File: src/rtl/pfa_pkg.sv
`default_nettype none

package pfa_pkg;

    localparam int SIZE_W      = 16;
    localparam int PAGE_SIZE_W = 11;
    localparam int PAGES_W     = SIZE_W + 1;

    localparam logic [PAGE_SIZE_W-1:0] PAGE_SIZE_RESET = 11'd100;

    typedef enum logic [1:0] {
        CMD_LOAD    = 2'd0,
        CMD_RELEASE = 2'd1,
        CMD_CLEAR   = 2'd2,
        CMD_QUERY   = 2'd3
    } cmd_e;

    typedef enum logic [2:0] {
        ST_OK         = 3'd0,
        ST_BAD_SIZE   = 3'd1,
        ST_NO_SPACE   = 3'd2,
        ST_LOADED     = 3'd3,
        ST_NOT_LOADED = 3'd4,
        ST_EMPTY      = 3'd5
    } status_e;

    typedef struct packed {
        logic [1:0]        cmd;
        logic [3:0]        prog_id;
        logic [SIZE_W-1:0] request_size;
        logic [4:0]        frame_index;
    } pfa_in_t;

    typedef struct packed {
        logic [2:0] status;
        logic [4:0] frame_number;
        logic [3:0] owner_id;
        logic       occupied;
        logic [5:0] frames_count;
        logic       last;
    } pfa_out_t;

    // classified command handed from front to back
    typedef struct packed {
        logic [1:0]         cmd;
        logic [3:0]         prog_id;
        logic [PAGES_W-1:0] pages;
        logic               bad_size;
        logic [4:0]         frame_index;
    } pfa_op_t;

endpackage

`default_nettype wire

File: src/rtl/pfa_front.sv
`default_nettype none

module pfa_front (
    input  wire logic                               aclk,
    input  wire logic                               aresetn,
    input  wire logic                               s_valid,
    output logic                                    s_ready,
    input  wire pfa_pkg::pfa_in_t                   s_data,
    input  wire logic                               cfg_valid,
    output logic                                    cfg_ready,
    input  wire logic [pfa_pkg::PAGE_SIZE_W-1:0]    cfg_data,
    output logic                                    q_valid,
    input  wire logic                               q_ready,
    output pfa_pkg::pfa_op_t                        q_data
);
    import pfa_pkg::*;

    localparam int CNT_W = $clog2(SIZE_W);

    typedef enum logic [2:0] {
        F_IDLE = 3'b001,
        F_DIV  = 3'b010,
        F_PUSH = 3'b100
    } fstate_t;

    fstate_t                 state_reg, state_next;
    pfa_in_t                 item_reg;
    logic [PAGE_SIZE_W-1:0]  page_size_reg;
    logic [PAGE_SIZE_W-1:0]  rem_reg, rem_next;
    logic [SIZE_W-1:0]       quot_reg, quot_next;
    logic [CNT_W-1:0]        cnt_reg, cnt_next;
    logic [PAGE_SIZE_W-1:0]  divisor;
    logic [PAGE_SIZE_W:0]    trial;
    logic                    accept;

    assign cfg_ready = 1'b1;
    assign s_ready   = (state_reg == F_IDLE);
    assign accept    = s_valid && s_ready;
    assign divisor   = (page_size_reg == '0) ? PAGE_SIZE_W'(1) : page_size_reg;
    assign trial     = {rem_reg, quot_reg[SIZE_W-1]};

    always_comb begin
        state_next = state_reg;
        rem_next   = rem_reg;
        quot_next  = quot_reg;
        cnt_next   = cnt_reg;
        unique case (state_reg)
            F_IDLE: begin
                if (accept) begin
                    rem_next  = '0;
                    quot_next = s_data.request_size;
                    cnt_next  = '0;
                    if (s_data.cmd == CMD_LOAD && s_data.request_size != '0) begin
                        state_next = F_DIV;
                    end else begin
                        state_next = F_PUSH;
                    end
                end
            end
            F_DIV: begin
                // restoring division, one quotient bit per cycle
                if (trial >= {1'b0, divisor}) begin
                    rem_next  = PAGE_SIZE_W'(trial - {1'b0, divisor});
                    quot_next = {quot_reg[SIZE_W-2:0], 1'b1};
                end else begin
                    rem_next  = trial[PAGE_SIZE_W-1:0];
                    quot_next = {quot_reg[SIZE_W-2:0], 1'b0};
                end
                cnt_next = cnt_reg + CNT_W'(1);
                if (cnt_reg == CNT_W'(SIZE_W - 1)) begin
                    state_next = F_PUSH;
                end
            end
            F_PUSH: begin
                if (q_ready) begin
                    state_next = F_IDLE;
                end
            end
            default: state_next = F_IDLE;
        endcase
    end

    always_comb begin
        q_valid             = (state_reg == F_PUSH);
        q_data.cmd          = item_reg.cmd;
        q_data.prog_id      = item_reg.prog_id;
        q_data.pages        = {1'b0, quot_reg} + PAGES_W'(rem_reg != '0);
        q_data.bad_size     = (item_reg.cmd == CMD_LOAD) && (item_reg.request_size == '0);
        q_data.frame_index  = item_reg.frame_index;
    end

    always_ff @(posedge aclk) begin
        if (!aresetn) begin
            state_reg     <= F_IDLE;
            page_size_reg <= PAGE_SIZE_RESET;
        end else begin
            state_reg <= state_next;
            if (cfg_valid && cfg_ready) begin
                page_size_reg <= cfg_data;
            end
        end
    end

    always_ff @(posedge aclk) begin
        if (accept) begin
            item_reg <= s_data;
        end
        rem_reg  <= rem_next;
        quot_reg <= quot_next;
        cnt_reg  <= cnt_next;
    end

endmodule

`default_nettype wire

File: src/rtl/pfa_queue.sv
`default_nettype none

module pfa_queue (
    input  wire logic              aclk,
    input  wire logic              aresetn,
    input  wire logic              in_valid,
    output logic                   in_ready,
    input  wire pfa_pkg::pfa_op_t  in_data,
    output logic                   out_valid,
    input  wire logic              out_ready,
    output pfa_pkg::pfa_op_t       out_data
);
    import pfa_pkg::*;

    localparam int DEPTH = 2;
    localparam int PTR_W = $clog2(DEPTH);
    localparam int CNT_W = $clog2(DEPTH + 1);

    pfa_op_t            entry_reg [DEPTH];
    logic [PTR_W-1:0]   wr_ptr_reg, rd_ptr_reg;
    logic [CNT_W-1:0]   count_reg;
    logic               push, pop;

    assign in_ready  = (count_reg != CNT_W'(DEPTH));
    assign out_valid = (count_reg != '0);
    assign out_data  = entry_reg[rd_ptr_reg];
    assign push      = in_valid && in_ready;
    assign pop       = out_valid && out_ready;

    always_ff @(posedge aclk) begin
        if (!aresetn) begin
            wr_ptr_reg <= '0;
            rd_ptr_reg <= '0;
            count_reg  <= '0;
        end else begin
            if (push) begin
                wr_ptr_reg <= wr_ptr_reg + PTR_W'(1);
            end
            if (pop) begin
                rd_ptr_reg <= rd_ptr_reg + PTR_W'(1);
            end
            if (push && !pop) begin
                count_reg <= count_reg + CNT_W'(1);
            end else if (pop && !push) begin
                count_reg <= count_reg - CNT_W'(1);
            end
        end
    end

    always_ff @(posedge aclk) begin
        if (push) begin
            entry_reg[wr_ptr_reg] <= in_data;
        end
    end

endmodule

`default_nettype wire

File: src/rtl/pfa_back.sv
`default_nettype none

module pfa_back #(
    parameter int NUM_FRAMES = 32,
    parameter int ID_WIDTH   = 4
) (
    input  wire logic              aclk,
    input  wire logic              aresetn,
    input  wire logic              q_valid,
    output logic                   q_ready,
    input  wire pfa_pkg::pfa_op_t  q_data,
    output logic                   m_valid,
    input  wire logic              m_ready,
    output pfa_pkg::pfa_out_t      m_data
);
    import pfa_pkg::*;

    localparam int IW  = $clog2(NUM_FRAMES);
    localparam int CW  = $clog2(NUM_FRAMES + 1);
    localparam int NID = 1 << ID_WIDTH;

    typedef enum logic [4:0] {
        B_IDLE  = 5'b00001,
        B_LOAD  = 5'b00010,
        B_REL   = 5'b00100,
        B_QUERY = 5'b01000,
        B_EMIT  = 5'b10000
    } bstate_t;

    bstate_t               state_reg, state_next;
    logic [NUM_FRAMES-1:0] used_reg, used_next;
    logic [NID-1:0]        present_reg, present_next;
    logic [CW-1:0]         free_cnt_reg, free_cnt_next;
    logic [CW-1:0]         remain_reg, remain_next;
    logic [CW-1:0]         pages_reg, pages_next;
    logic [CW-1:0]         k_reg, k_next;
    logic [CW-1:0]         cnt_reg, cnt_next;
    logic [IW:0]           sidx_reg, sidx_next;
    logic                  chk_valid_reg, chk_valid_next;
    logic [IW-1:0]         chk_idx_reg, chk_idx_next;
    logic [ID_WIDTH-1:0]   id_reg, id_next;
    logic [IW-1:0]         qidx_reg, qidx_next;
    logic                  qin_reg, qin_next;
    pfa_out_t              res_reg, res_next;

    logic [ID_WIDTH-1:0]   owner_mem [NUM_FRAMES];
    logic [ID_WIDTH-1:0]   rd_data_reg;
    logic [IW-1:0]         mem_ra;
    logic                  mem_we;

    logic                  m_valid_reg;
    pfa_out_t              m_data_reg;

    logic [ID_WIDTH-1:0]   op_id;
    logic [IW-1:0]         op_idx;
    logic [IW-1:0]         cur;
    logic                  out_free;
    logic                  emit;
    pfa_out_t              emit_data;
    logic                  load_last;
    logic [CW-1:0]         load_remain;

    assign op_id       = ID_WIDTH'(q_data.prog_id);
    assign op_idx      = IW'(q_data.frame_index);
    assign cur         = sidx_reg[IW-1:0];
    assign out_free    = !m_valid_reg || m_ready;
    assign load_last   = ((k_reg + CW'(1)) == pages_reg);
    assign load_remain = free_cnt_reg - CW'(q_data.pages);

    always_comb begin
        state_next     = state_reg;
        used_next      = used_reg;
        present_next   = present_reg;
        free_cnt_next  = free_cnt_reg;
        remain_next    = remain_reg;
        pages_next     = pages_reg;
        k_next         = k_reg;
        cnt_next       = cnt_reg;
        sidx_next      = sidx_reg;
        chk_valid_next = chk_valid_reg;
        chk_idx_next   = chk_idx_reg;
        id_next        = id_reg;
        qidx_next      = qidx_reg;
        qin_next       = qin_reg;
        res_next       = res_reg;
        q_ready        = 1'b0;
        emit           = 1'b0;
        emit_data      = res_reg;
        mem_we         = 1'b0;
        mem_ra         = cur;

        unique case (state_reg)
            B_IDLE: begin
                mem_ra = op_idx;
                if (q_valid) begin
                    q_ready       = 1'b1;
                    res_next      = '0;
                    res_next.last = 1'b1;
                    state_next    = B_EMIT;
                    case (q_data.cmd)
                        CMD_LOAD: begin
                            if (q_data.bad_size) begin
                                res_next.status = ST_BAD_SIZE;
                            end else if (present_reg[op_id]) begin
                                res_next.status = ST_LOADED;
                            end else if (q_data.pages > PAGES_W'(free_cnt_reg)) begin
                                res_next.status = ST_NO_SPACE;
                            end else begin
                                present_next[op_id] = 1'b1;
                                free_cnt_next       = load_remain;
                                remain_next         = load_remain;
                                pages_next          = CW'(q_data.pages);
                                k_next              = '0;
                                sidx_next           = '0;
                                id_next             = op_id;
                                state_next          = B_LOAD;
                            end
                        end
                        CMD_RELEASE: begin
                            if (!present_reg[op_id]) begin
                                res_next.status = ST_NOT_LOADED;
                            end else begin
                                present_next[op_id] = 1'b0;
                                id_next             = op_id;
                                sidx_next           = '0;
                                chk_valid_next      = 1'b0;
                                cnt_next            = '0;
                                state_next          = B_REL;
                            end
                        end
                        CMD_CLEAR: begin
                            if (present_reg == '0) begin
                                res_next.status = ST_EMPTY;
                            end else begin
                                // every used frame belongs to a loaded program
                                res_next.frames_count =
                                    6'(CW'(NUM_FRAMES) - free_cnt_reg);
                                used_next     = '0;
                                present_next  = '0;
                                free_cnt_next = CW'(NUM_FRAMES);
                            end
                        end
                        default: begin
                            res_next.frame_number = q_data.frame_index;
                            qin_next   = (int'(q_data.frame_index) < NUM_FRAMES);
                            qidx_next  = op_idx;
                            state_next = B_QUERY;
                        end
                    endcase
                end
            end
            B_LOAD: begin
                if (!used_reg[cur]) begin
                    emit                   = 1'b1;
                    emit_data              = '0;
                    emit_data.status       = ST_OK;
                    emit_data.frame_number = 5'(cur);
                    emit_data.frames_count = 6'(remain_reg);
                    emit_data.last         = load_last;
                    if (out_free) begin
                        used_next[cur] = 1'b1;
                        mem_we         = 1'b1;
                        k_next         = k_reg + CW'(1);
                        sidx_next      = sidx_reg + (IW+1)'(1);
                        if (load_last) begin
                            state_next = B_IDLE;
                        end
                    end
                end else begin
                    sidx_next = sidx_reg + (IW+1)'(1);
                end
            end
            B_REL: begin
                // owner read is issued in the cycle before the check
                if (sidx_reg < (IW+1)'(NUM_FRAMES)) begin
                    chk_valid_next = 1'b1;
                    chk_idx_next   = cur;
                    sidx_next      = sidx_reg + (IW+1)'(1);
                end else begin
                    chk_valid_next = 1'b0;
                end
                if (chk_valid_reg && used_reg[chk_idx_reg] && rd_data_reg == id_reg) begin
                    used_next[chk_idx_reg] = 1'b0;
                    cnt_next               = cnt_reg + CW'(1);
                    free_cnt_next          = free_cnt_reg + CW'(1);
                end
                if (sidx_reg == (IW+1)'(NUM_FRAMES) && !chk_valid_reg) begin
                    res_next              = '0;
                    res_next.status       = ST_OK;
                    res_next.frames_count = 6'(cnt_reg);
                    res_next.last         = 1'b1;
                    state_next            = B_EMIT;
                end
            end
            B_QUERY: begin
                res_next.occupied = qin_reg && used_reg[qidx_reg];
                res_next.owner_id = (qin_reg && used_reg[qidx_reg]) ? 4'(rd_data_reg) : '0;
                state_next        = B_EMIT;
            end
            B_EMIT: begin
                emit = 1'b1;
                if (out_free) begin
                    state_next = B_IDLE;
                end
            end
            default: state_next = B_IDLE;
        endcase
    end

    always_ff @(posedge aclk) begin
        if (!aresetn) begin
            state_reg     <= B_IDLE;
            used_reg      <= '0;
            present_reg   <= '0;
            free_cnt_reg  <= CW'(NUM_FRAMES);
            chk_valid_reg <= 1'b0;
            m_valid_reg   <= 1'b0;
        end else begin
            state_reg     <= state_next;
            used_reg      <= used_next;
            present_reg   <= present_next;
            free_cnt_reg  <= free_cnt_next;
            chk_valid_reg <= chk_valid_next;
            if (out_free) begin
                m_valid_reg <= emit;
            end
        end
    end

    always_ff @(posedge aclk) begin
        remain_reg  <= remain_next;
        pages_reg   <= pages_next;
        k_reg       <= k_next;
        cnt_reg     <= cnt_next;
        sidx_reg    <= sidx_next;
        chk_idx_reg <= chk_idx_next;
        id_reg      <= id_next;
        qidx_reg    <= qidx_next;
        qin_reg     <= qin_next;
        res_reg     <= res_next;
        if (out_free && emit) begin
            m_data_reg <= emit_data;
        end
    end

    always_ff @(posedge aclk) begin
        if (mem_we) begin
            owner_mem[cur] <= id_reg;
        end
        rd_data_reg <= owner_mem[mem_ra];
    end

    assign m_valid = m_valid_reg;
    assign m_data  = m_data_reg;

endmodule

`default_nettype wire

File: src/rtl/page_frame_allocator_top.sv
`default_nettype none

// Page frame allocator over NUM_FRAMES frames with 2**ID_WIDTH program ids. Each transaction
// carries one command (load, release, release all, query). The front takes one command at a
// time: a load with a non-zero size goes through a bit-serial ceiling division of the size by
// page_size, every other command passes straight on. A two-entry queue sits between front and
// back. In the back, a load scans the frames from the lowest, one frame per cycle while the
// output is not stalled, and issues one result per frame given; a release sweeps all frames
// through the owner memory. Front and back overlap across consecutive commands. The user
// must write page_size over the cfg channel only while the block is idle; the block itself
// does not enforce this. Zero is taken as one.

module page_frame_allocator_top #(
    parameter int NUM_FRAMES = 32,
    parameter int ID_WIDTH   = 4
) (
    input  wire logic                             aclk,
    input  wire logic                             aresetn,
    input  wire logic                             s_valid,
    output logic                                  s_ready,
    input  wire pfa_pkg::pfa_in_t                 s_data,
    output logic                                  m_valid,
    input  wire logic                             m_ready,
    output pfa_pkg::pfa_out_t                     m_data,
    input  wire logic                             cfg_valid,
    output logic                                  cfg_ready,
    input  wire logic [pfa_pkg::PAGE_SIZE_W-1:0]  cfg_data
);
    import pfa_pkg::*;

    logic    fq_valid, fq_ready;
    pfa_op_t fq_data;
    logic    qb_valid, qb_ready;
    pfa_op_t qb_data;

    pfa_front u_front (
        .aclk      (aclk),
        .aresetn   (aresetn),
        .s_valid   (s_valid),
        .s_ready   (s_ready),
        .s_data    (s_data),
        .cfg_valid (cfg_valid),
        .cfg_ready (cfg_ready),
        .cfg_data  (cfg_data),
        .q_valid   (fq_valid),
        .q_ready   (fq_ready),
        .q_data    (fq_data)
    );

    pfa_queue u_queue (
        .aclk      (aclk),
        .aresetn   (aresetn),
        .in_valid  (fq_valid),
        .in_ready  (fq_ready),
        .in_data   (fq_data),
        .out_valid (qb_valid),
        .out_ready (qb_ready),
        .out_data  (qb_data)
    );

    pfa_back #(
        .NUM_FRAMES (NUM_FRAMES),
        .ID_WIDTH   (ID_WIDTH)
    ) u_back (
        .aclk    (aclk),
        .aresetn (aresetn),
        .q_valid (qb_valid),
        .q_ready (qb_ready),
        .q_data  (qb_data),
        .m_valid (m_valid),
        .m_ready (m_ready),
        .m_data  (m_data)
    );

    // front holds one command at a time
    a_front_single: assert property (@(posedge aclk) disable iff (!aresetn)
        s_valid && s_ready |=> !s_ready)
        else $error("front accepted back-to-back transactions");

    a_queue_holds: assert property (@(posedge aclk) disable iff (!aresetn)
        fq_valid && fq_ready |=> qb_valid)
        else $error("queue lost a pushed command");

    a_reject_last: assert property (@(posedge aclk) disable iff (!aresetn)
        m_valid && m_data.status != ST_OK |-> m_data.last)
        else $error("rejection result not marked last");

    a_front_stall: assert property (@(posedge aclk) disable iff (!aresetn)
        fq_valid && !fq_ready |=> fq_valid && $stable(fq_data))
        else $error("front dropped a command while the queue was full");

endmodule

`default_nettype wire
File: config.mk
export PLATFORM = sky130hd
export DESIGN_NAME = page_frame_allocator_top
export DESIGN_NICKNAME = d
export VERILOG_FILES = /design/src/rtl/pfa_pkg.sv /design/src/rtl/pfa_front.sv /design/src/rtl/pfa_queue.sv /design/src/rtl/pfa_back.sv /design/src/rtl/page_frame_allocator_top.sv
export SDC_FILE = /design/constraint.sdc
export NUM_CORES = 1
export LEC_CHECK = 0
export BUFFER_PORTS_ARGS = -buffer_cell sky130_fd_sc_hd__buf_2
export CAP_MARGIN = 20
export CORE_ASPECT_RATIO = 1.4
export CORE_UTILIZATION = 46
export DETAILED_ROUTE_END_ITERATION = 7
export SLEW_MARGIN = 30
export SYNTH_ARGS = -nofsm -noshare
export SYNTH_HDL_FRONTEND = slang
export SYNTH_SLANG_ARGS = --single-unit
export TNS_END_PERCENT = 1
File: constraint.sdc
create_clock -name aclk -period 4.8 [get_ports aclk]
set_input_delay 0 -clock aclk [delete_from_list [all_inputs] [get_ports aclk]]
set_output_delay 0 -clock aclk [all_outputs]
set_load 0.02 [all_outputs]
# Word level (Yosys, flattened, before mapping)
# Memory sizes are Yosys's and may differ from the RTL's. A register that Yosys moved wholly into a read port is not among the register bits.
# Cells that the tools add are included.
totals:
  regBits: 221
  elab_cells: 296
  memories: 2
  output_inout_bits: 23
  ramBits: 186
  inputBits: 43
mem_list:
  columns: ["memory", "words", "width", "rd", "rd_ports_with_merged_regs", "write_ports", "line_no", "text"]
  rows:
  - ["u_back.owner_mem", 32, 4, 1, 1, 1, "pfa_back.sv:46", "logic [ID_WIDTH-1:0] owner_mem [NUM_FRAMES];"]
  - ["u_queue.entry_reg", 2, 29, 1, 1, 1, "pfa_queue.sv:19", "pfa_op_t entry_reg [DEPTH];"]
classes:
  eq_ne: 47
  bitwise_logic: 10
  muxes: 123
  n_addsub: 13
  reduce_logical: 53
  order_cmp: 10
ops:
  columns: ["operator", "n"]
  rows:
  - ["$mux 32", 6]
  - ["$mux 6", 23]
  - ["$mux 16", 6]
  - ["$pmux 32 s3", 1]
  - ["$mux 20", 4]
  - ["$mux 5", 12]
  - ["$pmux 6 s2", 5]
  - ["$pmux 16 s3", 1]
  - ["$mux 11", 3]
  - ["$and 32x32->32", 1]
  - ["$logic_not 16->1", 2]
  - ["$ne 2x2->1 const B", 16]
  - ["$not 32->32", 1]
  - ["$or 32x32->32", 1]
  - ["$pmux 16 s2", 1]
  - ["$pmux 5 s3", 2]
  - ["$pmux 5 s5", 1]
  - ["$add 6x1->6 const B", 4]
  - ["$mux 1", 24]
  - ["$mux 4", 6]
  - ["$reduce_and 8->1", 3]
  - ["$pmux 11 s2", 1]
  - ["$mux 3", 7]
  - ["$lt 5x6->1 const B", 3]
  - ["64 further kinds", 122]

# Longest topological paths before layout
# Gate-level depths: netlist of run 1.
depth:
  word_depth: 9
  ltp_mapped: 15
  depth_no_buf: 12

# Hierarchy
# Synthesis of run 1 repeated with hierarchy kept, for this count alone.
unflattened:
  cells_unflattened: 1502
  hier_area_um2: 19449.9
modules_own_cells:
  columns: ["module", "n_inst", "area_per_inst_um2", "cells_each", "seq_area_each_um2"]
  rows:
  - ["pfa_back", 1, 13305.3, 1034, 7637.3]
  - ["pfa_front", 1, 3813.7, 354, 2021.9]
  - ["pfa_queue", 1, 2331.0, 114, 1841.8]

# Worst setup path before layout of run 1
# OpenSTA, ideal clock, no wires.
synth_path:
  path_kind: "register -> register"
  startpoint: "register (tool-made name)"
  endpoint: "register u_back.k_reg[0], enable pin"
  arrival_ps: 3824
  setup_time_ps: 305
  path_stages_with_launch: 15
  slack_ps: 672
  t_required_ps: 4495
  synth_period_minus_slack_ps: 4128
  n_path_buf: 4
  path_cell_list: "dfxtp_1 buf_6 buf_6 buf_2 buf_1 mux2i_1 ha_1 and3_1 o21a_1 a2111oi_0 o21ai_0 nor2_1 nand3_1 nor2_1 or2_2"
synth_lines:
  columns: ["element", "line_no", "text"]
  rows:
  - ["end signal, assigned", "pfa_back.sv:233", "k_reg <= k_next;"]
  - ["end, declared", "pfa_back.sv:36", "logic [CW-1:0] k_reg, k_next;"]

# Worst setup path after layout of run 1
layout_path:
  startpoint: "register u_back.sidx_reg[0]"
  endpoint: "memory u_back.owner_mem[13][3], enable pin"
layout_between:
  elab_chain_len: 6
layout_lines:
  columns: ["element", "line_no", "text"]
  rows:
  - ["start, declared", "pfa_back.sv:38", "logic [IW:0] sidx_reg, sidx_next;"]
  - ["start signal, assigned", "pfa_back.sv:235", "sidx_reg <= sidx_next;"]
  - ["$bmux 1 s5", "pfa_back.sv:153", "if (!used_reg[cur]) begin"]
  - ["$mux 1 (not written as such)", "pfa_back.sv:153", null]
  - ["$mux 1", "pfa_back.sv:153", null]
  - ["$mux 1", "pfa_back.sv:92", "unique case (state_reg)"]
  - ["$mux 1", "pfa_back.sv:247", "if (mem_we) begin"]
  - ["$mux 1 (not written as such)", "pfa_back.sv:248", "owner_mem[cur] <= id_reg;"]
  - ["end, declared", "pfa_back.sv:46", null]
# Several ways; a longest one is shown, not always the timed one. The select of a mux whose other input is x is not followed.

==> results of run 1 <==
[layout make-up]
type	count	share of cell area
Tap cell	540	0.0306
Multi-Input combinational cell	997	0.326
Clock buffer	58	0.0531
Inverter	50	0.00850
Clock inverter	17	0.0101
Sequential cell	411	0.521
Timing Repair Buffer	153	0.0510
[metrics by stage]
stage | cells | area (sq um)
after floorplan | 1532 | 19200
after global placement | 2096 | 20100
after detailed placement | 2096 | 20100
after CTS | 2226 | 22100
after global routing | 2226 | 22100
final | 2226 | 22100
[logic make-up after synthesis]
kind of cell	Yosys count	synth area share
compound gates	281	0.101
xor+xnor	58	0.0272
fa+ha+maj	41	0.0275
buf+inv	124	0.0281
flops	411	0.600
mux	130	0.0903
other cells	1	0.000195
simple gates	486	0.126
[cell usage after synthesis (22+ instances only)]
cell type,count
nor3_1,23
ha_1,39
mux4_2,32
clkbuf_1,38
nand3_1,49
xnor2_1,37
mux2i_1,74
inv_1,47
dfxtp_1,84
nor2b_1,22
a22oi_1,23
edfxtp_1,327
nor4_1,23
mux2_2,24
o21ai_0,86
nand2_1,94
a21oi_1,58
nor2_1,176
[layer usage]
metal  global-route usage  routed length [um]  up-vias
li1                     -                   -     6008
met1                0.260               18400     6382
met2                0.430               26300      400
met3               0.0281                1980      119
met4                0.110                2270        0
met5                    0                   0        -
[how the worst max path moves through the flow]
stage,start,end,cells past startpoint
3_5_place_dp,u_back.sidx_reg[0],u_back.owner_mem[13][3],8
2_1_floorplan,flip-flop,u_back.k_reg[0],14
5_1_grt,u_back.sidx_reg[0],u_back.owner_mem[13][3],8
6_report,u_back.sidx_reg[0],u_back.owner_mem[13][3],8
3_3_place_gp,u_back.sidx_reg[0],u_back.owner_mem[17][1],8
4_1_cts,u_back.sidx_reg[0],u_back.owner_mem[13][3],8
[power breakdown]
group / total (mW) / internal [mW] / switching (mW)
sequential: 4.48 / 4.22 / 0.252
combinational: 2.87 / 1.10 / 1.77
clock: 3.34 / 1.94 / 1.40
==> key figures, run 1 <==
Status
  – Status: finished, final reports clean

Floorplanning
  – Die H: 244 um
  – Cell Rows: 88
  – Initial core utilization: 0.466
  – IO Pins: 66
  – Full die area: 0.0425 sq mm
  – Core Area: 0.0412 sq mm
  – Die X: 175 um

Route
  – Post-route ant nets: 0
  – Drt total wl: 49000 um
  – Via density: 5.80
  – Vias: 12.9k
  – DRT iter0 DRCs: 867
  – Drt wl/cell: 22.0 um
  – Drt drc: 0
  – DRT Pass-1 Iters: 5

Logic synthesis
  – Async set-reset flop share out of synthesis: 0
  – Mapped Cells: 1532
  – FF+latch count, synth: 411
  – Yosys synthesis warning count: 0
  – Yosys cell types: 90
  – Largest cells by area after synthesis: edfxtp_1, dfxtp_1, mux2i_1
  – Sequential area share after synthesis: 0.600
  – Mean Syn Cell Area: 12.5 sq um
  – Leading area contributor after synthesis: edfxtp_1
  – Primary FF master, synth: edfxtp_1
  – Net count after synthesis: 1616
  – EDFF count, synth: 327
  – Top cell type's share of synthesized area: 0.512
  – Post-Syn Area: 0.0192 sq mm

GRT
  – Vias in the first global route: 13.0k
  – Antenna violations before repair: 0
  – GRT Resource Usage Total: 0.231
  – First-pass GRT wire length: 75100 um
  – Largest net degree at the start of global routing: 39
  – GR Overflow Total: 0

Power and ir drop
  – LEAKAGE: 7.88 nW
  – Max VDD drop: 315 uV
  – Post-layout total power: 10.7 mW
  – Cell area power density: 484 mW/mm^2

Flow run
  – Max-cap violation count: 0

Layout
  – Max reg flops: 128
  – Multi-input logic area: 0.00720 sq mm
  – Commonest non-fill, non-tap cell in the layout: edfxtp_1
  – Most frequent cells in the layout: edfxtp_1, nor2_1, nand2_1, o21ai_0, dfxtp_1
  – Area growth, synth to finish: 15.2%
  – Storage element area: 0.0115 sq mm
  – N_diodes: 0
  – # nets final: 1738
  – Layout cells sized above 1: 0.155
  – Fillers: 3556
  – Post-layout util: 0.536

Worst setup path
  – CP Data Arrival Time: 4.00 ns
  – R2R cell count: 8
  – Buffer and inverter count on the worst path: 1
  – Reg2Reg Launch Point: u_back.sidx_reg[0]
  – Critical path class: flip-flop to flip-flop
  – Setup crit end kind: flip-flop
  – Worst Path Max Fanout: 16
  – Reg2reg end: u_back.owner_mem[13][3]
  – Crit path cell chain: buf_4 -> mux2_2 -> a2bb2oi_1 -> and4b_1 -> o2111ai_1 -> nor3_2 -> nand2_1 -> nor2_1
  – Startpoint Class: flip-flop
  – Reg2reg setup slack: 1.04 ns
  – Slowest stage delay, CP: 0.63 ns
  – Worst path slowest cell: edfxtp_1
  – Required time of the critical path: 5.03 ns
  – Top cell family by delay on the critical path: simple AND/OR/NAND/NOR gates

Place
  – Port Buffer Count: 64
  – GP Congestion: 0.897
  – Post-DP HPWL: 34500 um
  – Post-Place Worst Slack: 1.04 ns

Timing
  – Final hold slack: 0.154 ns
  – Final Max Slew Viols: 0
  – Setup ws final: 1.04 ns
  – Fin crit period: 3.76 ns
  – Final setup fails: 0
  – Max Fclk: 0.266 GHz
  – Least-Margin Pin Slew: 0.820 ns
  – Final Cycle Share: 0.784
  – RSZ-0062 raised after global routing: false
  – Final hold vios: 0
  – Slew HR: 0.452
  – Setup TNS: 0 ns
  – Worst clock skew: 0.0320 ns

CTS
  – CTS hold repair buffers: 55
  – Total CTS buffers: 41
  – CTS H-tree lvls: 2
  – Post_cts resized: 0
  – CTS root buf: clkbuf_16
  – CTS tree: done
  – Clock sink count: 411
  – Post-CTS Setup Inserts: 0
  – Longest Clk Path Bufs: 3
  – Clk slew on worst S/H paths: 0.07 ns
  – Clock Latency Late Sink: 0.57 ns

Min path
  – Hold_sp: s_data[0]
  – Sink of the worst hold path: u_front.q_data[0]
  – Worst hold-check path type: input port to flip-flop
  – Cells on Worst Hold Path: 2
Note: power is estimated with default switching activity, not from simulation.
==> run 2: changes to the inputs <==
Clock period 4.8 ns to 3.3 ns, I/O delays scaled along.
==> run 2 against run 1 <==
  * Clock skew decreased by 0.0055 ns
  * Global-route usage is 0.11 points lower
  * Worst hold slack gained 0.017 ns
  * Largest cell class unchanged
  * Largest power group unchanged
==> key figures, run 2 (synthesis gave the netlist of run 1 again) <==
Route
  – Vias: 13.0k (was 12.9k)
  – DRT iter0 DRCs: 795 (was 867)
  – Drt total wl: 48200 um (was 49000 um)
  – Post-route ant nets: 0 (unchanged)
  – Drt wl/cell: 21.1 um (was 22.0 um)
  – DRT Pass-1 Iters: 5 (unchanged)
  – Drt drc: 0 (unchanged)
  – Via density: 5.68 (was 5.80)

Floorplanning
  – Full die area: 0.0425 sq mm (unchanged)
  – Die X: 175 um (unchanged)
  – IO Pins: 66 (unchanged)
  – Core Area: 0.0412 sq mm (unchanged)
  – Initial core utilization: 0.466 (unchanged)
  – Die H: 244 um (unchanged)
  – Cell Rows: 88 (unchanged)

Timing
  – Max Fclk: 0.326 GHz (was 0.266 GHz)
  – Setup TNS: 0 ns (unchanged)
  – Least-Margin Pin Slew: 0.810 ns (was 0.820 ns)
  – Final hold vios: 0 (unchanged)
  – Final Cycle Share: 0.931 (was 0.784)
  – RSZ-0062 raised after global routing: false (unchanged)
  – Final Max Slew Viols: 0 (unchanged)
  – Slew HR: 0.459 (was 0.452)
  – Fin crit period: 3.07 ns (was 3.76 ns)
  – Worst clock skew: 0.0265 ns (was 0.0320 ns)
  – Final setup fails: 0 (unchanged)

Worst setup path
  – Crit path cell chain: nor4_1 -> a41o_1 -> ha_1 -> fa_1 -> nand2b_1 -> a21oi_2 -> o21a_1 -> a221o_1 -> o21ai_1 -> nand2_1 -> buf_4 -> mux2i_1 -> nor2_1 (was buf_4 -> mux2_2 -> a2bb2oi_1 -> and4b_1 -> o2111ai_1 -> nor3_2 -> nand2_1 -> nor2_1)
  – Required time of the critical path: 3.56 ns (was 5.03 ns)
  – Worst path slowest cell: fa_1 (was edfxtp_1)
  – CP Data Arrival Time: 3.33 ns (was 4.00 ns)
  – Startpoint Class: flip-flop (unchanged)
  – Worst Path Max Fanout: 12 (was 16)
  – Setup crit end kind: flip-flop (unchanged)
  – Slowest stage delay, CP: 0.40 ns (was 0.63 ns)
  – Critical path class: flip-flop to flip-flop (unchanged)

Place
  – Port Buffer Count: 64 (unchanged)
  – Post-DP HPWL: 34800 um (was 34500 um)
  – GP Congestion: 0.985 (was 0.897)
  – Placed standard-cell area: 0.0206 sq mm (was 0.0201 sq mm)
  – Dpl cells: 2156 (was 2096)

Power and ir drop
  – NetSw: 4.89 mW (was 3.42 mW)
  – Combinational Power Share: 0.276 (was 0.269)
  – Clock share of power: 0.310 (was 0.312)
  – Part of the power in registers: 0.414 (was 0.419)
  – Max VDD drop: 472 uV (was 315 uV)
  – Cell area power density: 689 mW/mm^2 (was 484 mW/mm^2)
  – Switching fraction of total power: 0.314 (was 0.320)
  – Post-layout total power: 15.6 mW (was 10.7 mW)
  – LEAKAGE: 8.20 nW (was 7.88 nW)
  – Int Power: 10.7 mW (was 7.26 mW)

CTS
  – CTS H-tree lvls: 2 (unchanged)
  – Clock sink count: 411 (unchanged)
  – Clk slew on worst S/H paths: 0.06 ns (was 0.07 ns)
  – CTS root buf: clkbuf_16 (unchanged)
  – Longest Clk Path Bufs: 3 (unchanged)
  – Total CTS buffers: 41 (unchanged)
  – Clock Latency Late Sink: 0.55 ns (was 0.57 ns)
  – CTS tree: done (unchanged)

Layout
  – Final instance area: 0.0226 sq mm (was 0.0221 sq mm)
  – # nets final: 1798 (was 1738)
  – Most frequent cells in the layout: edfxtp_1, nor2_1, nand2_1, buf_4, o21ai_0 (was edfxtp_1, nor2_1, nand2_1, o21ai_0, dfxtp_1)
  – Final non-filler cell total: 2286 (was 2226)
  – N_diodes: 0 (unchanged)
  – Commonest non-fill, non-tap cell in the layout: edfxtp_1 (unchanged)
  – Max reg flops: 128 (unchanged)
  – Layout cells sized above 1: 0.191 (was 0.155)
  – Area growth, synth to finish: 18.0% (was 15.2%)

GRT
  – GRT Resource Usage Total: 0.230 (was 0.231)
  – Vias in the first global route: 13.4k (was 13.0k)
  – First-pass GRT wire length: 75400 um (was 75100 um)
  – Antenna violations before repair: 0 (unchanged)
  – Largest net degree at the start of global routing: 49 (was 39)
  – GR Overflow Total: 0 (unchanged)

Status
  – Status: finished, final reports clean (unchanged)

Min path
  – Worst hold-check path type: input port to flip-flop (unchanged)

Flow run
  – Max-cap violation count: 0 (unchanged)
## run 2: critical path: cells and delay by family (launching register included)
kind | cells | cell delay, ns
flip-flops | 1 | 0.39
AND/OR/NAND/NOR | 4 | 0.42
multiplexers | 1 | 0.21
adder cells (fa/ha/maj) | 2 | 0.61
buffers and inverters | 1 | 0.21
AO/OA/AOI/OAI | 5 | 0.96
## run 2: cell type report
class	count	area (sq um)
multi-input combinational	997	7220
sequential	411	11500
clock inverter	27	293
fill	3510	18500
clock buffer	48	1120
tap	540	676
inverter	50	188
timing repair buffer	213	1630
## run 2: per-stage QoR
stage,setup slack (ns),utilization,hold slack [ns]
final,0.228,0.550,0.171
after global routing,0.00336,0.550,0.166
after CTS,0.114,0.549,0.127
after detailed placement,0.148,0.501,0.179
after global placement,0.117,0.501,0.177
after floorplan,0.0263,-,0.0989
## run 2: what timing repair did
| item | CTS | global route |
|---|---|---|
| gates resized for setup | 0 | 7 |
| hold buffers | 55 | 0 |
| setup buffers | 0 | 0 |
| endpoints found under the setup margin | 0 | 30 |
| endpoints found under the hold margin | 61 | 0 |
## run 2: per-layer routing
layer | track usage | wire, um | vias to the layer above
li1 | - | - | 6135
met1 | 0.251 | 17900 | 6366
met2 | 0.438 | 26200 | 375
met3 | 0.0273 | 1810 | 118
met4 | 0.107 | 2280 | 0
met5 | 0 | 0 | -
## run 2: worst paths after layout
| kind | startpoint | to | slack, ns | depth (start not counted) |
|---|---|---|---|---|
| worst min-delay path | s_data[1] | u_front.q_data[1] | 0.17 | 2 |
| worst max-delay path | u_front.page_size_reg[10] | u_front.rem_reg[5] | 0.23 | 13 |
| worst max register to register | u_front.page_size_reg[10] | u_front.rem_reg[5] | 0.23 | 13 |
| worst min register to register | u_front.q_data[25] | u_queue.entry_reg[1][25] | 0.45 | 0 |
## run 2: power by group through the flow
stage / registers (mW) / logic (mW) / clock network (mW)
6_report: 6.46 / 4.30 / 4.83
5_1_grt: 6.50 / 4.65 / 5.11
4_1_cts: 6.46 / 4.29 / 4.92
3_5_place_dp: 6.57 / 4.21 / 0
3_3_place_gp: 6.56 / 4.17 / 0
2_1_floorplan: 6.44 / 2.97 / 0
==> run 3: changes to the inputs <==
Settings changed: GPL_TIMING_DRIVEN set to 0.
==> run 3 against run 2 <==
  * Core utilization increased by 0.54 points
  * Largest cell class unchanged
  * Sequential cell count unchanged
  * Total power increased by 0.65%
  * Critical endpoint is now u_back.present_reg[3]
==> key figures, run 3 (synthesis gave the netlist of run 1 again) <==
Status
  – Status: finished, final reports clean (unchanged)

Layout
  – N_diodes: 0 (unchanged)
  – Final instance area: 0.0229 sq mm (was 0.0226 sq mm)
  – Max reg flops: 128 (unchanged)
  – Final non-filler cell total: 2290 (was 2286)
  – Area growth, synth to finish: 19.2% (was 18.0%)
  – Fillers: 3454 (was 3510)
  – # nets final: 1802 (was 1798)
  – Most frequent cells in the layout: edfxtp_1, nor2_1, nand2_1, o21ai_0, dfxtp_1 (was edfxtp_1, nor2_1, nand2_1, buf_4, o21ai_0)
  – Layout cells sized above 1: 0.208 (was 0.191)
  – Commonest non-fill, non-tap cell in the layout: edfxtp_1 (unchanged)
  – Post-layout util: 0.555 (was 0.550)

Floorplanning
  – Die X: 175 um (unchanged)
  – Core Area: 0.0412 sq mm (unchanged)
  – IO Pins: 66 (unchanged)
  – Initial core utilization: 0.466 (unchanged)
  – Die H: 244 um (unchanged)
  – Full die area: 0.0425 sq mm (unchanged)
  – Cell Rows: 88 (unchanged)

GRT
  – Vias in the first global route: 13.5k (was 13.4k)
  – First-pass GRT wire length: 75300 um (was 75400 um)
  – GRT Resource Usage Total: 0.229 (was 0.230)
  – Largest net degree at the start of global routing: 33 (was 49)
  – Antenna violations before repair: 0 (unchanged)
  – GR Overflow Total: 0 (unchanged)

CTS
  – Clock Latency Late Sink: 0.56 ns (was 0.55 ns)
  – Total CTS buffers: 41 (unchanged)
  – Longest Clk Path Bufs: 3 (unchanged)
  – CTS tree: done (unchanged)
  – Clk slew on worst S/H paths: 0.07 ns (was 0.06 ns)
  – CTS H-tree lvls: 2 (unchanged)
  – CTS root buf: clkbuf_16 (unchanged)
  – Clock sink count: 411 (unchanged)

Place
  – Post-DP HPWL: 34900 um (was 34800 um)
  – GP Congestion: 0.953 (was 0.985)
  – Dpl cells: 2145 (was 2156)
  – Placed standard-cell area: 0.0204 sq mm (was 0.0206 sq mm)
  – Port Buffer Count: 63 (was 64)
  – Post-Place Worst Slack: -0.885 ns (was 0.148 ns)

Timing
  – Final hold slack: 0.164 ns (was 0.171 ns)
  – RSZ-0062 raised after global routing: true (was false)
  – Max Fclk: 0.309 GHz (was 0.326 GHz)
  – Fin crit period: 3.24 ns (was 3.07 ns)
  – Least-Margin Pin Slew: 0.783 ns (was 0.810 ns)
  – Final setup fails: 0 (unchanged)
  – Setup ws final: 0.0624 ns (was 0.228 ns)
  – Final Cycle Share: 0.981 (was 0.931)
  – Final Max Slew Viols: 0 (unchanged)
  – Worst clock skew: 0.0299 ns (was 0.0265 ns)
  – Final hold vios: 0 (unchanged)
  – Setup TNS: 0 ns (unchanged)
  – Slew HR: 0.478 (was 0.459)

Route
  – Vias: 13.0k (about the same)
  – Top layer reached by signal wires: met4 (unchanged)
  – Drt drc: 0 (unchanged)
  – Drt wl/cell: 21.0 um (was 21.1 um)
  – DRT iter0 DRCs: 906 (was 795)
  – Post-route ant nets: 0 (unchanged)
  – WL met2: 25900 um (was 26200 um)
  – M1 wire length: 17800 um (was 17900 um)
  – Drt total wl: 48100 um (was 48200 um)
  – DRT Pass-1 Iters: 5 (unchanged)
  – Via density: 5.68 (about the same)
  – Met3 WL: 2160 um (was 1810 um)

Worst setup path
  – Setup crit end kind: flip-flop (unchanged)
  – Required time of the critical path: 3.73 ns (was 3.56 ns)
  – Most common cell on crit path: buf_12
  – Slowest stage delay, CP: 0.35 ns (was 0.40 ns)
  – R2R cell count: 15 (was 13)
  – CP Data Arrival Time: 3.66 ns (was 3.33 ns)
  – Reg2reg end: u_back.present_reg[3] (was u_front.rem_reg[5])
  – Worst Path Max Fanout: 8 (was 12)
  – Top cell family by delay on the critical path: compound AO/OA/AOI/OAI gates (unchanged)
  – Startpoint Class: flip-flop (unchanged)
  – Worst path slowest cell: dfxtp_4 (was fa_1)
  – Reg2reg setup slack: 0.06 ns (was 0.23 ns)
  – Buffer and inverter count on the worst path: 6 (was 1)
  – Critical path class: flip-flop to flip-flop (unchanged)
  – Crit path cell chain: buf_8 -> buf_12 -> buf_12 -> buf_12 -> mux2i_4 -> ha_4 -> and3_4 -> o21a_1 -> a2111oi_4 -> o21ai_4 -> buf_6 -> o21ai_4 -> nand3_4 -> buf_6 -> o221a_2 (was nor4_1 -> a41o_1 -> ha_1 -> fa_1 -> nand2b_1 -> a21oi_2 -> o21a_1 -> a221o_1 -> o21ai_1 -> nand2_1 -> buf_4 -> mux2i_1 -> nor2_1)

Power and ir drop
  – Cell area power density: 687 mW/mm^2 (was 689 mW/mm^2)
  – LEAKAGE: 8.09 nW (was 8.20 nW)
  – Post-layout total power: 15.7 mW (was 15.6 mW)
  – Max VDD drop: 440 uV (was 472 uV)

Min path
  – Hold_sp: s_data[1] (unchanged)
  – Worst hold-check path type: input port to flip-flop (unchanged)
  – Cells on Worst Hold Path: 2 (unchanged)
  – Sink of the worst hold path: u_front.q_data[1] (unchanged)

Flow run
  – Max-cap violation count: 0 (unchanged)
[run 3: worst reg2reg max path, cell delays in order, from the launching register on]
cell and delay [ns]:
dfxtp_4 0.35, buf_8 0.10, buf_12 0.11, buf_12 0.13, buf_12 0.14, mux2i_4 0.34
ha_4 0.27, and3_4 0.15, o21a_1 0.12, a2111oi_4 0.32, o21ai_4 0.15, buf_6 0.15
o21ai_4 0.16, nand3_4 0.16, buf_6 0.17, o221a_2 0.28
[run 3: cell type report]
| type | instances | area (sq um) | share of cell area |
|---|---|---|---|
| Buffer | 74 | 460 | 0.0201 |
| Inverter | 50 | 188 | 0.00821 |
| Clock inverter | 22 | 229 | 0.0100 |
| Clock buffer | 53 | 1090 | 0.0477 |
| Tap cell | 540 | 676 | 0.0296 |
| Multi-Input combinational cell | 997 | 7550 | 0.331 |
| Timing Repair Buffer | 143 | 1150 | 0.0505 |
| Sequential cell | 411 | 11500 | 0.503 |
[run 3: worst max-delay path by stage]
stage | start | endpoint | slack (ns) | cells after the start
2_1_floorplan | flip-flop | u_back.k_reg[0] | 0.03 | 14
3_3_place_gp | u_back.sidx_reg[0] | u_back.m_data[3] | -1.03 | 9
3_5_place_dp | u_back.sidx_reg[0] | u_back.owner_mem[25][3] | -0.89 | 10
4_1_cts | u_back.sidx_reg[0] | u_back.owner_mem[11][1] | -0.04 | 11
5_1_grt | flip-flop | u_back.present_reg[4] | -0.05 | 16
6_report | flip-flop | u_back.present_reg[3] | 0.06 | 15
[run 3: repair_timing]
item	4_1_cts	5_1_grt
pin swaps	11	10
gates cloned	1	0
endpoints found under the hold margin	60	0
resized for setup	98	27
hold buffers	45	0
endpoints found under the setup margin	235	227
buffers inserted	13	11
[run 3: where the power goes]
group	internal (mW)	leakage (nW)	switching [mW]
combinational	1.91	3.78	2.77
clock	2.66	0.640	1.98
sequential	6.14	3.67	0.246
[run 3: routing by layer]
| metal | track usage | up-vias |
|---|---|---|
| li1 | - | 6141 |
| met5 | 0 | - |
| met1 | 0.250 | 6317 |
| met3 | 0.0290 | 129 |
| met4 | 0.111 | 0 |
| met2 | 0.431 | 412 |
